==> src/kfh_pkg.sv <==
// Shared constants and types for the k-mer frequency histogram.
// No dependencies; used by every module of the block.
package kfh_pkg;

	localparam int MAX_K       = 6;
	localparam int COUNT_WIDTH = 16;

	localparam int BIN_W     = 2 * MAX_K;
	localparam int BIN_TOTAL = 1 << BIN_W;
	localparam int SEEN_W    = $clog2(MAX_K + 1);
	localparam int K_W       = 3;
	localparam int IDX_W     = 12;

	localparam logic [COUNT_WIDTH-1:0] COUNT_MAX = {COUNT_WIDTH{1'b1}};

	// operation codes carried on tuser
	localparam logic [1:0] OP_PUSH    = 2'd0;
	localparam logic [1:0] OP_READ    = 2'd1;
	localparam logic [1:0] OP_NEW_SEQ = 2'd2;

	// window unit result for the base now being pushed
	typedef struct packed {
		logic             hit;
		logic [BIN_W-1:0] bin;
	} win_t;

endpackage

==> src/kfh_window.sv <==
// Base window and k-mer bin address for the k-mer frequency histogram.
// Depends on kfh_pkg.
module kfh_window (
	input  logic                      clk,
	input  logic                      arst_n,
	input  logic                      push,
	input  logic                      new_seq,
	input  logic [1:0]                base,
	input  logic [kfh_pkg::K_W-1:0]   kmer_length,
	output kfh_pkg::win_t             win
);

	logic [kfh_pkg::BIN_W-1:0]  window_q;
	logic [kfh_pkg::SEEN_W-1:0] seen_q;
	logic [kfh_pkg::BIN_W-1:0]  window_next;
	logic [kfh_pkg::SEEN_W-1:0] seen_next;
	logic [kfh_pkg::SEEN_W-1:0] k_eff;
	logic [kfh_pkg::BIN_W-1:0]  mask;

	// clamp k into 1..MAX_K
	always_comb begin
		if (kmer_length == '0) begin
			k_eff = kfh_pkg::SEEN_W'(1);
		end else if (32'(kmer_length) > kfh_pkg::MAX_K) begin
			k_eff = kfh_pkg::SEEN_W'(kfh_pkg::MAX_K);
		end else begin
			k_eff = kfh_pkg::SEEN_W'(kmer_length);
		end
	end

	always_comb begin
		for (int d = 0; d < kfh_pkg::MAX_K; d++) begin
			mask[2*d +: 2] = (kfh_pkg::SEEN_W'(d) < k_eff) ? 2'b11 : 2'b00;
		end
	end

	assign window_next = kfh_pkg::BIN_W'({window_q, base});
	assign seen_next   = (32'(seen_q) == kfh_pkg::MAX_K) ? seen_q
	                                                    : seen_q + kfh_pkg::SEEN_W'(1);

	assign win.hit = (seen_next >= k_eff);
	assign win.bin = window_next & mask;

	always_ff @(posedge clk or negedge arst_n) begin
		if (!arst_n) begin
			window_q <= '0;
			seen_q   <= '0;
		end else if (new_seq) begin
			window_q <= '0;
			seen_q   <= '0;
		end else if (push) begin
			window_q <= window_next;
			seen_q   <= seen_next;
		end
	end

endmodule

==> config.mk <==
export PLATFORM = sky130hd
export DESIGN_NAME = kfh_window
export DESIGN_NICKNAME = d
export VERILOG_FILES = /design/src/kfh_pkg.sv /design/src/kfh_window.sv
export SDC_FILE = /design/constraint.sdc
export NUM_CORES = 1
export LEC_CHECK = 0
export ABC_CLOCK_PERIOD_IN_PS = 4200
export BUFFER_PORTS_ARGS = -buffer_cell sky130_fd_sc_hd__buf_2
export CAP_MARGIN = 20
export CELL_PAD_IN_SITES_DETAIL_PLACEMENT = 0
export CELL_PAD_IN_SITES_GLOBAL_PLACEMENT = 1
export CORE_MARGIN = 2
export CORE_UTILIZATION = 40
export DETAILED_ROUTE_END_ITERATION = 12
export GPL_TIMING_DRIVEN = 0
export PLACE_DENSITY_LB_ADDON = 0.1
export RECOVER_POWER = 100
export REMOVE_ABC_BUFFERS = 1
export SETUP_SLACK_MARGIN = 0.3
export SYNTH_ARGS = -nofsm -noshare
export SYNTH_HDL_FRONTEND = slang
export SYNTH_SLANG_ARGS = --single-unit
==> constraint.sdc <==
create_clock -name clk -period 4.2 [get_ports clk]
set_input_delay 0.84 -clock clk [delete_from_list [all_inputs] [get_ports clk]]
set_output_delay 0.84 -clock clk [all_outputs]
set_load 0.05 [all_outputs]
==> results.sh <==
export IMPL_status="complete, no violations"
export IMPL_worstSetupPathType="input pin to primary output"
export IMPL_clk_latency_ns=0.27
export IMPL_holdCritStartpoint="window_q[8]"
export IMPL_clkPwrFrac_pct=28.8
export IMPL_viasPerCell=4.73
export IMPL_r2r_start="seen_q[0]"
export IMPL_rows=15
export IMPL_path_clk_slew_ns=0.08
export IMPL_portBuffers=21
export IMPL_synthToLayoutAreaGrowth_pct=14.4
export IMPL_grt_remaining_overflow=0
export IMPL_hp_class="flip-flop to flip-flop"
export IMPL_synth_avg_cell_area_sq_um=9.71
export IMPL_cellLeakagePower_nw=0.443
export IMPL_reg2reg_to="seen_q[0]"
export IMPL_num_antenna_cells=0
export IMPL_cts_resized=0
export IMPL_yosysWarningCount=0
export IMPL_drive_gt1_share_pct=12.1
export IMPL_crit_required_ns=3.36
export IMPL_synth_top_area_cell="dfrtp_1"
export IMPL_syn_area_sq_um=767
export IMPL_first_pass_iters=2
export IMPL_maxCapViolCount=0
export IMPL_synth_top_cell_area_share_pct=42.4
export IMPL_grt_pass1_wl_mm=2.24
export IMPL_wire_per_inst_um=11.8
export IMPL_vias=587
export IMPL_synth_cell_type_count=21
export IMPL_worstSetupStartpoint="kmer_length[1]"
export IMPL_start_util_pct=43.5
export IMPL_pin_count=22
export IMPL_synth_seq_cells=13
export IMPL_drtIter0Drc=9
export IMPL_drc_errors=0
export IMPL_end_kind="primary output"
export IMPL_crit_fanout=7
export IMPL_combPwrFrac_pct=21.8
export IMPL_grt_pass1_vias=505
export IMPL_grt_usage_pct=14.9
export IMPL_post_cts_buffers=0
export IMPL_grt_max_degree=15
export IMPL_crit_path_start_kind="input pin"
export IMPL_dieArea_sq_um=2280
export IMPL_postSynthCellCount=79
export IMPL_fmax_mhz=313
export IMPL_fill_cells=199
export IMPL_cts_max_path_buffers=2
export IMPL_crit_end="win[12]"
export IMPL_clock_sinks=13
export IMPL_p_seq_share_pct=49.4
export IMPL_fin_setup_tns_ns=0
export IMPL_gp_congestion=0.628
export IMPL_yosys_top_cells_area="dfrtp_1 (42%), mux2i_1 (14%), nor2_1 (8.3%), ha_1 (8.2%), inv_1 (2.9%)"
export IMPL_coreArea_sq_um=1760
export IMPL_slew_headroom_pct=38.7
export IMPL_cts_tree="yes"
export IMPL_holdWs_ns=0.525
export IMPL_switching_power_w=0.0000854
export IMPL_rsz0062_at_grt="no"
export IMPL_switching_share_pct=31.7
export IMPL_worst_pin_slew_ns=0.920
export IMPL_ff2ff_path_depth=5
export IMPL_min_period_over_period_pct=76.0
export IMPL_hpwl_mm=1.08
export IMPL_irDropWorstVdd_uv=200
export IMPL_cts_buffers_inserted=3
export IMPL_fin_skew_ns=0.000778
export IMPL_cts_root_buffer="clkbuf_4"
export IMPL_yosysSeqAreaShare_pct=42.4
export IMPL_antenna_found_initial=0
export IMPL_maxSlewViolCount=0
export IMPL_cts_hold_buf=0
export IMPL_fin_crit_ns=3.19
export IMPL_powerDensity_nw_per_um2=308
export IMPL_die_w_um=47.8
export IMPL_reg2reg_slack_ns=2.97
export IMPL_drt_wl_total_mm=1.47
export IMPL_finalHoldViolations=0
export IMPL_arrival_ns=2.35
export IMPL_num_nets_final=114
export IMPL_power_internal_w=0.000184
export IMPL_setup_viol=0
export IMPL_die_height_um=47.8
export IMPL_htreeDepth=1
export IMPL_ant_nets=0
==> state kept, by name, summed over array words and instances (netlist names) <==
register,flops
seen_q,3
window_q,10
==> critical path: stages <==
cell and delay [ns]:
buf_2 0.15, inv_1 0.08, maj3_2 0.31, ha_1 0.27
o21ai_0 0.09, a21oi_1 0.13, clkbuf_1 0.48
==> power by group through the flow <==
| stage | Clock, W | Sequential [W] | Combinational, W |
|---|---|---|---|
| floorplan | 0 | 0.000135 | 0.0000363 |
| global route | 0.0000856 | 0.000134 | 0.0000655 |
| finish | 0.0000778 | 0.000133 | 0.0000588 |
| detailed placement | 0 | 0.000136 | 0.0000615 |
| global placement | 0 | 0.000136 | 0.0000603 |
| CTS | 0.0000820 | 0.000133 | 0.0000618 |
==> synth_stat cells <==
cell / number
a21boi_2: 1
a21oi_1: 4
a311oi_2: 1
and2_1: 2
and2b_1: 1
and3_1: 2
buf_4: 1
buf_6: 1
clkbuf_1: 3
dfrtp_1: 13
ha_1: 5
inv_1: 6
inv_2: 1
maj3_2: 1
mux2i_1: 11
nand2_1: 1
nor2_1: 17
nor2b_1: 2
o21a_1: 2
o21ai_0: 2
xnor2_1: 2
==> per-stage QoR <==
stage	area, sq um	total power (W)	setup slack [ns]	util (%)	cells
floorplan	737	0.000171	1.08	-	74
global placement	873	0.000196	1.22	49.5	120
detailed placement	873	0.000197	1.21	49.5	120
CTS	900	0.000277	1.21	51.0	124
global route	877	0.000285	0.928	49.7	124
finish	877	0.000270	1.01	49.7	124
==> kinds of logic (layout without fill, tap and decap cells) <==
family                     after synthesis  in the layout  share of synthesized area [%]
DFF                                     13             13                           42.4
adders and majority gates                6              6                           9.62
xor gates and xnor gates                 2              2                           2.28
buffers and inverters                   12             32                           7.34
and+or+nand+nor                         25             25                           14.7
AOI/OAI and AO/OA                       10             10                           9.30
muxes                                   11             11                           14.4
==> area by class of cell <==
class                      count  area (sq um)  share of cell area, %
multi-input combinational     54           382                   43.5
inverter                       7          26.3                   3.00
clock buffer                   4          26.3                   3.00
sequential                    13           325                   37.1
timing repair buffer          21          86.3                   9.84
tap                           25          31.3                   3.57
==> layout by cell type, fill, tap and decap left out, types with 2 or more instances in the layout <==
cell / instances
mux2i_1: 11
inv_1: 6
nor2b_1: 2
dfrtp_1: 13
clkbuf_1: 16
and2_1: 2
o21a_1: 2
buf_2: 6
xnor2_1: 2
a21oi_1: 4
ha_1: 5
clkbuf_4: 3
and3_1: 2
nor2_1: 17
o21ai_0: 2
==> worst min path at each step <==
stage / endpoint / slack, ns / cells after the start
finish: window_q[8] / 0.52 / 2
global route: window_q[8] / 0.55 / 2
CTS: seen_q[1] / 0.43 / 1
detailed placement: window_q[8] / 0.51 / 2
global placement: window_q[9] / 0.50 / 2
floorplan: window_q[8] / 0.48 / 2
==> layer usage <==
layer	up-vias	GRT usage (%)	part of all wire, %
met5	-	0	0
met4	0	9.73	0.68
met3	2	2.26	3.2
met2	16	21.3	43
met1	270	20.9	53
li1	299	-	-
(Power assumes the default switching activity.)
